File: config.mk
export PLATFORM = sky130hd
export DESIGN_NAME = csc_sum_stage
export DESIGN_NICKNAME = d
export VERILOG_FILES = /design/src/design/assert_macros.svh /design/src/design/csc_pkg.sv /design/src/design/csc_sum_stage.sv
export SDC_FILE = /design/constraint.sdc
export NUM_CORES = 1
export LEC_CHECK = 0
export ABC_AREA = 1
export BUFFER_PORTS_ARGS = -buffer_cell sky130_fd_sc_hd__buf_2
export CORE_ASPECT_RATIO = 0.75
export CORE_MARGIN = 8
export CORE_UTILIZATION = 45
export DETAILED_ROUTE_END_ITERATION = 16
export PLACE_DENSITY = 0.8
export SLEW_MARGIN = 20
export SYNTH_ARGS = -nofsm -noshare
export SYNTH_HDL_FRONTEND = slang
export SYNTH_SLANG_ARGS = --single-unit
File: constraint.sdc
create_clock -name clk -period 6.1 [get_ports clk]
set_input_delay 0.305 -clock clk [delete_from_list [all_inputs] [get_ports clk]]
set_output_delay 0.305 -clock clk [all_outputs]
set_load 0.01 [all_outputs]
File: src/design/assert_macros.svh
// ---------------------------------------------------------------------------
// assert_macros.svh
// Concurrent assertion shorthands used by the top-level design file.
// ---------------------------------------------------------------------------
`ifndef ASSERT_MACROS_SVH
`define ASSERT_MACROS_SVH

`ifndef SYNTH
`define ASSERT_IMPL(label, clk, rst_n, ante, cons) \
  label: assert property (@(posedge clk) disable iff (!rst_n) (ante) |-> (cons)) \
    else $error("assertion failed");
`define ASSERT_NEXT(label, clk, rst_n, ante, cons) \
  label: assert property (@(posedge clk) disable iff (!rst_n) (ante) |=> (cons)) \
    else $error("assertion failed");
`else
`define ASSERT_IMPL(label, clk, rst_n, ante, cons)
`define ASSERT_NEXT(label, clk, rst_n, ante, cons)
`endif

`endif

File: src/design/csc_pkg.sv
// ---------------------------------------------------------------------------
// csc_pkg
// Widths, register codes and pipeline types of the color matrix.
// ---------------------------------------------------------------------------
package csc_pkg;

  localparam int SAMPLE_W   = 16;
  localparam int COEF_W     = 16;
  localparam int NPLANE     = 3;
  localparam int PROD_W     = SAMPLE_W + 1 + COEF_W;
  localparam int OFFSET_W   = 32;
  localparam int ACC_W      = PROD_W + 3;
  localparam int SHIFT_W    = 5;
  localparam int DEPTH_W    = 5;
  localparam int MIN_DEPTH  = 8;
  localparam int CFG_ADDR_W = 3;
  localparam int CFG_DATA_W = NPLANE * COEF_W;
  localparam int DATA_W     = NPLANE * SAMPLE_W;

  typedef enum logic [CFG_ADDR_W-1:0] {
    REG_COEF_ROW0    = 3'd0,
    REG_COEF_ROW1    = 3'd1,
    REG_COEF_ROW2    = 3'd2,
    REG_OFFSET_ROW0  = 3'd3,
    REG_OFFSET_ROW1  = 3'd4,
    REG_OFFSET_ROW2  = 3'd5,
    REG_SOURCE_DEPTH = 3'd6,
    REG_DEST_DEPTH   = 3'd7
  } cfg_reg_t;

  typedef logic [SAMPLE_W-1:0] sample_t;
  typedef sample_t [NPLANE-1:0] pixel_t;
  typedef logic signed [COEF_W-1:0] coef_t;
  typedef coef_t [NPLANE-1:0][NPLANE-1:0] coef_mat_t;
  typedef logic signed [OFFSET_W-1:0] offset_t;
  typedef offset_t [NPLANE-1:0] offset_vec_t;
  typedef logic signed [PROD_W-1:0] prod_t;
  typedef prod_t [NPLANE-1:0][NPLANE-1:0] prod_mat_t;
  typedef logic signed [ACC_W-1:0] acc_t;
  typedef acc_t [NPLANE-1:0] acc_vec_t;

  typedef struct packed {
    logic vld;
    logic last;
  } pipe_ctl_t;

  typedef struct packed {
    logic [SHIFT_W-1:0]  sh;
    logic [SAMPLE_W-1:0] maxv;
  } scale_t;

endpackage

File: src/design/csc_sum_stage.sv
// ---------------------------------------------------------------------------
// csc_sum_stage
// Second stage: per-plane sum of products plus row offset.
// ---------------------------------------------------------------------------
module csc_sum_stage (
  input  logic                 clk,
  input  logic                 rst_n,
  input  csc_pkg::pipe_ctl_t   up_ctl,
  input  csc_pkg::prod_mat_t   up_prod,
  output logic                 up_ready,
  input  csc_pkg::offset_vec_t offset,
  output csc_pkg::pipe_ctl_t   dn_ctl,
  output csc_pkg::acc_vec_t    dn_acc,
  input  logic                 dn_ready
);
  import csc_pkg::*;

  pipe_ctl_t ctl_r;
  acc_vec_t  acc_r;
  acc_vec_t  acc_nxt;

  assign up_ready = !ctl_r.vld || dn_ready;

  always_comb begin
    for (int p = 0; p < NPLANE; p++) begin
      acc_nxt[p] = ACC_W'($signed(up_prod[p][0])) + ACC_W'($signed(up_prod[p][1]))
                 + ACC_W'($signed(up_prod[p][2])) + ACC_W'($signed(offset[p]));
    end
  end

  always_ff @(posedge clk) begin
    if (!rst_n) begin
      ctl_r <= '0;
    end else if (up_ready) begin
      ctl_r <= up_ctl;
    end
    if (up_ready && up_ctl.vld) begin
      acc_r <= acc_nxt;
    end
  end

  assign dn_ctl = ctl_r;
  assign dn_acc = acc_r;

endmodule

==> impl_results.md <==
* Outcome: complete, no violations
* Finished Core Util at between 50% and 60%
* DRT antenna net count at 0
* Place WS at roughly 2.7 ns
* Latest clock arrival within the worst-skew pair at 0.37 ns
* Die area at 0.04322 mm²
* GR Overflow Total at 0
* WS Path Type: input port to flip-flop
* Vias in the first global route at 16.21k
* Distinct cells, synth at 24
* Worst vdd ir at 165.4 µV
* Final period utilization at 49.66%
* Slew Limit Fails at 0
* Worst EP required at roughly 6.2 ns
* Tmin final at 3.029 ns
* Post-synth EDFFs at 108
* Clock sink total at 110
* DRT Pass-1 Iters at 6
* H-Tree Level Count at 3
* Pwr dens at ~320 mW/mm²
* Post-synth top cells: inv_1, nand2_1, fa_1
* CTS root buf: clkbuf_16
* Die X at 237.4 µm
* Max-slew headroom at 37.73%
* Tightest Pin Transition at around 0.93 ns
* DRC at 0
* Fmax achieved at 0.3301 GHz
* Wire length per cell at 15.72 µm
* Mapped Area at between 0.015 and 0.02 mm²
* Post-Route Skew at between 0.005 and 0.006 ns
* Mapped Nets at between 3k and 4k
* # Post-CTS Setup Buffers at 0
* Port Buffers at about 510
* Post-DP HPWL at 46.77 mm
* Yosys Warn Count at 0
* Final setup fails at 0
* Row count at 60
* Most frequent cell after synthesis: inv_1
* Max_cap viols at 0
* Cell taking the most area after synthesis: fa_1
* Final WL at 51.90 mm
* CTS tree: done
* Yosys reg bits at 110
* Die height at 182.1 µm
* Predominant post-synthesis flop cell: edfxtp_1
* Critical-path maximum fanout at 3
* Total CTS buffers at 9
* Global-route wire length before repair at 82.50 mm
* Fin nets at 3535
* Area Growth Syn to Fin at 20.84%
* Setup ws final at 3.071 ns
* Filler cells at 3468
* HP Class: input port to flip-flop
* GP Congestion at 0.9557
* Hold Worst Slack at 0.1637 ns
* # IOs at around 510
* Max Buffers Root-to-Sink at 2
* CP Capture Type: flip-flop
* Initial core utilization at 45.91%
* Largest net degree at the start of global routing at 60
* Unrepaired setup endpoints after global routing: false
* Leak pwr at 0.01219 µW
* Clock transition at path regs at 0.08 ns
* Drt via density at 4.776
* Area share of the largest cell type after synthesis at 24.32%
* Syn Inst Count at between 2k and 2.5k
* Async S/R FF share, synth at 0%
* Core box area at about 0.036 mm²
* Antenna violations before repair at 3
* CP Data Arrival Time at 3.17 ns
* Finished Cell Area at 0.01999 mm²
* Setup TNS at 0 ns
* Post-synthesis sequential area ratio at about a fifth
* Global-route usage over all layers at between 20% and 30%
* CTS Hold Bufs at 0
* Synth area leaders: fa_1, edfxtp_1, inv_1
* Initial drt markers at 950
* Critical path startpoint category: input port
* DP Area at just under 0.02 mm²
* Vias at 15.77k
* Final hold viol count at 0
* Syn Area/Cell at 7.162 µm²
* Resized cells post-CTS at 0
* Layout cell share with drive strength beyond 1 at approximately a fifth
## flip-flops by register name, indices dropped and copies added, names as in the netlist
signal / cells
dn_ctl: 2
dn_acc: 108
## layout by cell type, fill, tap and decap left out, types with 2 or more instances in the layout
master	instances
nor3_1	23
a21oi_1	106
nor2_2	4
nand3_1	68
nand2_1	535
o21a_1	4
o21ai_0	52
dfxtp_1	2
clkbuf_16	9
ha_1	105
inv_6	2
xor2_1	45
buf_2	508
fa_1	201
xnor2_1	6
edfxtp_1	108
nand2_2	24
a21oi_2	2
o21bai_1	12
inv_1	817
nand4_1	12
a21boi_0	3
nand3_2	9
nor2_1	168
buf_4	2
## area by class of cell
class / count / area [µm²] / share of cell area, %
multi-input cells: 1383 / 10200 / 51.03
repair buffers: 510 / 2557 / 12.79
well taps: 465 / 581.8 / 2.910
clock inverters: 6 / 68.82 / 0.3442
clock buffers: 10 / 229.0 / 1.145
inverters: 817 / 3067 / 15.34
flip-flops and latches: 110 / 3283 / 16.42
diodes: 1 / 2.502 / 0.01252
## metrics by stage
stage,std cells,power (µW)
after global routing,3302,6938
after CTS,3301,6345
after global placement,3285,5608
final,3302,6326
after floorplan,2310,4217
after detailed placement,3285,5669
## worst max-delay path, stage by stage
cell	delay, ns
buf_2	0.08
inv_1	0.04
fa_1	0.54
inv_1	0.05
fa_1	0.48
ha_1	0.20
inv_1	0.08
fa_1	0.46
inv_1	0.12
nand3_1	0.07
nand3_1	0.14
nand2_1	0.07
nand2_1	0.14
nand2_1	0.08
nand2_2	0.10
nand2_1	0.07
nand3_1	0.08
nand2_1	0.05
## power by group
group / internal (µW) / total (µW) / switching (µW) / leakage, µW
Combinational: 1510 / 4280 / 2770 / 0.0110
Sequential: 1290 / 1390 / 102 / 0.00107
Clock: 324 / 653 / 330 / 0.000143
## worst paths after layout
path         slack [ns]  cells past startpoint                      to                   start
max                3.07                     18   dn_acc[105]$_DFFE_PP_              offset[65]
min                0.16                      2  dn_ctl[1]$_SDFFE_PN0N_               up_ctl[1]
max reg2reg        4.37                      4    dn_acc[53]$_DFFE_PP_  dn_ctl[1]$_SDFFE_PN0N_
min reg2reg        0.52                      2  dn_ctl[0]$_SDFFE_PN0N_  dn_ctl[0]$_SDFFE_PN0N_
## kinds of logic (layout without fill, tap and decap cells)
| logic type | Yosys count | in the layout | share of synthesized area [%] |
|---|---|---|---|
| XOR/XNOR | 51 | 51 | 2.700 |
| AND/OR/NAND/NOR | 846 | 846 | 20.86 |
| other | 0 | 1 | 0 |
| buffers and inverters | 817 | 1343 | 18.54 |
| flip-flops | 110 | 110 | 19.85 |
| AO/OA/AOI/OAI | 180 | 180 | 5.793 |
| adder cells (fa/ha/maj) | 306 | 306 | 32.26 |
## layer usage
layer | vias to the layer above | global-route usage [%] | share of wire [%]
met5 | - | 0 | 0.044
met4 | 4 | 8.315 | 3.5
met3 | 105 | 4.230 | 6.6
met2 | 568 | 39.14 | 47
met1 | 7374 | 31.02 | 43
li1 | 7721 | - | -
(Power assumes the default switching activity.)
