$ cat config.mk
export PLATFORM = sky130hd
export DESIGN_NAME = csc_clamp_stage
export DESIGN_NICKNAME = d
export VERILOG_FILES = /design/src/design/assert_macros.svh /design/src/design/csc_pkg.sv /design/src/design/csc_clamp_stage.sv
export SDC_FILE = /design/constraint.sdc
export NUM_CORES = 1
export LEC_CHECK = 0
export BUFFER_PORTS_ARGS = -buffer_cell sky130_fd_sc_hd__buf_2
export CAP_MARGIN = 40
export CORE_MARGIN = 3
export CORE_UTILIZATION = 59
export DETAILED_ROUTE_END_ITERATION = 7
export HOLD_SLACK_MARGIN = 0.1
export PLACE_DENSITY = 0.84
export SKIP_LAST_GASP = 1
export SLEW_MARGIN = 10
export SYNTH_ARGS = -nofsm -noshare
export SYNTH_HDL_FRONTEND = slang
export SYNTH_SLANG_ARGS = --single-unit
$ cat constraint.sdc
create_clock -name clk -period 5.2 [get_ports clk]
set_input_delay 0.52 -clock clk [delete_from_list [all_inputs] [get_ports clk]]
set_output_delay 0.52 -clock clk [all_outputs]
set_load 0.02 [all_outputs]
$ cat src/design/assert_macros.svh
// ---------------------------------------------------------------------------
// assert_macros.svh
// Concurrent assertion shorthands used by the top-level design file.
// ---------------------------------------------------------------------------
`ifndef ASSERT_MACROS_SVH
`define ASSERT_MACROS_SVH

`ifndef SYNTH
`define ASSERT_IMPL(label, clk, rst_n, ante, cons) \
  label: assert property (@(posedge clk) disable iff (!rst_n) (ante) |-> (cons)) \
    else $error("assertion failed");
`define ASSERT_NEXT(label, clk, rst_n, ante, cons) \
  label: assert property (@(posedge clk) disable iff (!rst_n) (ante) |=> (cons)) \
    else $error("assertion failed");
`else
`define ASSERT_IMPL(label, clk, rst_n, ante, cons)
`define ASSERT_NEXT(label, clk, rst_n, ante, cons)
`endif

`endif

$ cat src/design/csc_pkg.sv
// ---------------------------------------------------------------------------
// csc_pkg
// Widths, register codes and pipeline types of the color matrix.
// ---------------------------------------------------------------------------
package csc_pkg;

  localparam int SAMPLE_W   = 16;
  localparam int COEF_W     = 16;
  localparam int NPLANE     = 3;
  localparam int PROD_W     = SAMPLE_W + 1 + COEF_W;
  localparam int OFFSET_W   = 32;
  localparam int ACC_W      = PROD_W + 3;
  localparam int SHIFT_W    = 5;
  localparam int DEPTH_W    = 5;
  localparam int MIN_DEPTH  = 8;
  localparam int CFG_ADDR_W = 3;
  localparam int CFG_DATA_W = NPLANE * COEF_W;
  localparam int DATA_W     = NPLANE * SAMPLE_W;

  typedef enum logic [CFG_ADDR_W-1:0] {
    REG_COEF_ROW0    = 3'd0,
    REG_COEF_ROW1    = 3'd1,
    REG_COEF_ROW2    = 3'd2,
    REG_OFFSET_ROW0  = 3'd3,
    REG_OFFSET_ROW1  = 3'd4,
    REG_OFFSET_ROW2  = 3'd5,
    REG_SOURCE_DEPTH = 3'd6,
    REG_DEST_DEPTH   = 3'd7
  } cfg_reg_t;

  typedef logic [SAMPLE_W-1:0] sample_t;
  typedef sample_t [NPLANE-1:0] pixel_t;
  typedef logic signed [COEF_W-1:0] coef_t;
  typedef coef_t [NPLANE-1:0][NPLANE-1:0] coef_mat_t;
  typedef logic signed [OFFSET_W-1:0] offset_t;
  typedef offset_t [NPLANE-1:0] offset_vec_t;
  typedef logic signed [PROD_W-1:0] prod_t;
  typedef prod_t [NPLANE-1:0][NPLANE-1:0] prod_mat_t;
  typedef logic signed [ACC_W-1:0] acc_t;
  typedef acc_t [NPLANE-1:0] acc_vec_t;

  typedef struct packed {
    logic vld;
    logic last;
  } pipe_ctl_t;

  typedef struct packed {
    logic [SHIFT_W-1:0]  sh;
    logic [SAMPLE_W-1:0] maxv;
  } scale_t;

endpackage

$ cat src/design/csc_clamp_stage.sv
// ---------------------------------------------------------------------------
// csc_clamp_stage
// Third stage: floor shift to destination depth and clamp; output register.
// ---------------------------------------------------------------------------
module csc_clamp_stage (
  input  logic               clk,
  input  logic               rst_n,
  input  csc_pkg::pipe_ctl_t up_ctl,
  input  csc_pkg::acc_vec_t  up_acc,
  output logic               up_ready,
  input  csc_pkg::scale_t    scale,
  output csc_pkg::pipe_ctl_t dn_ctl,
  output csc_pkg::pixel_t    dn_pix,
  input  logic               dn_ready
);
  import csc_pkg::*;

  pipe_ctl_t ctl_r;
  pixel_t    pix_r;
  pixel_t    pix_nxt;
  acc_t      shifted;

  assign up_ready = !ctl_r.vld || dn_ready;

  always_comb begin
    shifted = '0;
    for (int p = 0; p < NPLANE; p++) begin
      shifted = up_acc[p] >>> scale.sh;
      if (shifted[ACC_W-1]) begin
        pix_nxt[p] = '0;
      end else if ($unsigned(shifted) > ACC_W'(scale.maxv)) begin
        pix_nxt[p] = scale.maxv;
      end else begin
        pix_nxt[p] = shifted[SAMPLE_W-1:0];
      end
    end
  end

  always_ff @(posedge clk) begin
    if (!rst_n) begin
      ctl_r <= '0;
    end else if (up_ready) begin
      ctl_r <= up_ctl;
    end
    if (up_ready && up_ctl.vld) begin
      pix_r <= pix_nxt;
    end
  end

  assign dn_ctl = ctl_r;
  assign dn_pix = pix_r;

endmodule

==> flow_summary.toml <==
[power_and_ir_drop]
net-switching-power_w = 0.000832
clock_power_share = 0.182
p_int_w = 0.00120
ir_drop_v = 0.000230
seqPwrFrac = 0.243
power_density_nw_per_um2 = 183
switching_share = 0.410
pwr-share-comb = 0.575
p_leak_nw = 4.67

[sta]
worstMarginPinSlew_ps = 713
hold_viol = 0
fin_crit_ps = 4430
fin_crit_sh = 0.852
maxSlewViolCount = 0
rsz0062_at_grt = "no"
relSlewSlack = 0.522
fin_skew_ps = 4.74
whs_ps = 450
setup-violations-final = 0
tns_ps = 0
fmax_mhz = 226
setup_ws_ps = 767

[global_route]
grt_usage = 0.348
grt_max_degree = 90
overflow = 0
first_global_vias = 9243
antenna_found_initial = 0
grt_pass1_wl_um = 50800

[floorplanning]
core_um2 = 16200
die_area_um2 = 18400
fp-row-count = 46
pin_count = 185
initial_utilization = 0.614
dieHeight_um = 136
die_x_um = 136

[detailed_routing]
ant_nets = 0
drc = 2
drt_iter0_drc = 1288
routed_wl_um = 32500
route.detailed.wl_per_inst_um = 22.9
drt-vias-per-instance = 7.07
num_vias = 10000
first_pass_iters = 8

[clock_network]
cts_resized = 0
numCtsBuffers = 5
ctsHoldBuffers = 0
clock_path_buffers = 2
clkSinkCount = 50
clkLatencyLatePin_ps = 300
clk_pin_slew_worst_paths_ps = 60
cts_setup_buffers = 0
cts_tree = "yes"
htreeDepth = 2
clockRootBuffer = "clkbuf_16"

[placement]
numPortBuffers = 184
dpl_cell_area_um2 = 10900
hpwlAfterDp_um = 25200
place_ws_ps = 609
routabilityCongestion = 1.02

[synth]
yosysSeqAreaShare = 0.149
synthesis.area_um2 = 9940
synth_ff_type = "edfxtp_1"
ys_types = 76
synth_nets = 1261
synth_area_leaders = "mux4_2 (21%), edfxtp_1 (15%), mux2i_1 (11%), mux2_2 (6.8%), ha_1 (6.0%)"
synth_edf_count = 48
ys_seq_elements = 50
syn_area_per_cell_um2 = 9.21
synthArstFlopShare = 0
yosys_warnings = 0
yosys.area.top_type = "mux4_2"
synthCells = 1079
yosysTopAreaCellShare = 0.208

[worst_setup_path]
slowest_delay_ps = 650
crit_chain = "buf_6 > buf_4 > inv_1 > mux2i_1 > a221oi_1 > inv_1 > a222oi_1 > ha_1 > and4_1 > nand2_1 > a21oi_1 > and3b_1 > o21a_1 > nand2_2 > mux2_2"
critPathKind = "input port to flip-flop"
cp.required_ps = 5250
cp.arrival_ps = 4480
crit_path_end_kind = "flip-flop"
slowest_stage = "a222oi_1"
cp_max_fo = 27
path_common_cell = "inv_1"
worstSetupStartpointType = "input port"

[final_layout]
fin_nets = 1381
drive_gt1_frac = 0.335
layout_commonest_cell = "buf_2"
fin_area_um2 = 11100
multi_input_area_um2 = 7840
diodes = 0
ff_latch_area_um2 = 1480
syn2layout_area_growth_pct = 11.5
layout_common_cells = "buf_2 (181), nand2_1 (117), mux2i_1 (108)"
nFillCells = 1339

[run_status]
status = "complete, but fails checks"
violations = "design-rule violations"

[job]
cap_violations = 0

[hold_path]
hold_class = "input port to flip-flop"
-- path summary, 6_finish.rpt --
check | slack [ps] | to | cells after the start | from
worst max-delay path | 770 | dn_pix[6] | 15 | scale[17]
worst min-delay path | 450 | dn_ctl[1] | 2 | rst_n
worst max register to register | 3560 | dn_pix[30] | 4 | dn_ctl[1]
worst min register to register | 480 | dn_ctl[0] | 2 | dn_ctl[0]
-- registers in the layout, summed over array words and instances, names as in the netlist --
name	count
dn_ctl	2
dn_pix	48
-- power groups by stage --
stage | clock [W] | sequential [W] | combinational, W
CTS | 0.000368 | 0.000494 | 0.00113
floorplan | 0 | 0.000548 | 0.000752
global placement | 0 | 0.000502 | 0.00110
global route | 0.000392 | 0.000495 | 0.00126
detailed placement | 0 | 0.000502 | 0.00112
finish | 0.000369 | 0.000493 | 0.00117
-- worst max-delay path: cells and delay by family --
kind	cells	cell delay (ps)
buf+inv	4	890
compound gates	4	1410
fa+ha+maj	1	250
mux	2	610
simple gates	4	750
-- synthesized netlist by cell type, types with 8 or more instances --
master	instances
a21o_1	9
buf_2	27
buf_4	12
o211ai_1	16
o31ai_1	15
a211oi_1	28
a31o_2	8
nor2_1	70
mux4_2	92
nand4_1	10
clkbuf_1	36
nor3_1	24
buf_1	13
o21ai_0	59
nand3_1	25
mux2_4	11
a21oi_1	81
inv_1	30
edfxtp_1	48
nand2_1	117
and2_1	8
buf_6	8
mux2_2	60
nor2b_1	9
o22ai_1	9
ha_1	48
mux2i_1	108
-- through the flow --
stage	utilization	instances	power (W)
finish	0.685	1416	0.00203
global route	0.685	1416	0.00214
CTS	0.685	1416	0.00199
detailed placement	0.675	1408	0.00163
global placement	0.673	1406	0.00160
floorplan	-	1079	0.00130
-- logic make-up (layout without fill, tap and decap cells) --
| kind of cell | count (synthesis) | after routing | share of synthesized area |
|---|---|---|---|
| DFF | 50 | 50 | 0.149 |
| buffers and inverters | 128 | 249 | 0.0623 |
| AOI/OAI and AO/OA | 284 | 284 | 0.188 |
| adders and majority gates | 48 | 48 | 0.0604 |
| and+or+nand+nor | 298 | 298 | 0.138 |
| muxes | 271 | 271 | 0.402 |
-- cell type report --
class / count / area share
Tap cell: 216 / 0.0244
Sequential cell: 50 / 0.134
Multi-Input combinational cell: 901 / 0.707
Inverter: 32 / 0.0108
Clock buffer: 5 / 0.0113
Clock inverter: 3 / 0.00361
Timing Repair Buffer: 209 / 0.109
-- routing by layer --
layer,vias up,share of wire,track usage
met5,-,0,0
met4,0,0.027,0.0974
met3,67,0.13,0.0702
met2,692,0.44,0.519
met1,4751,0.41,0.515
li1,4497,-,-
(Power assumes the default switching activity.)
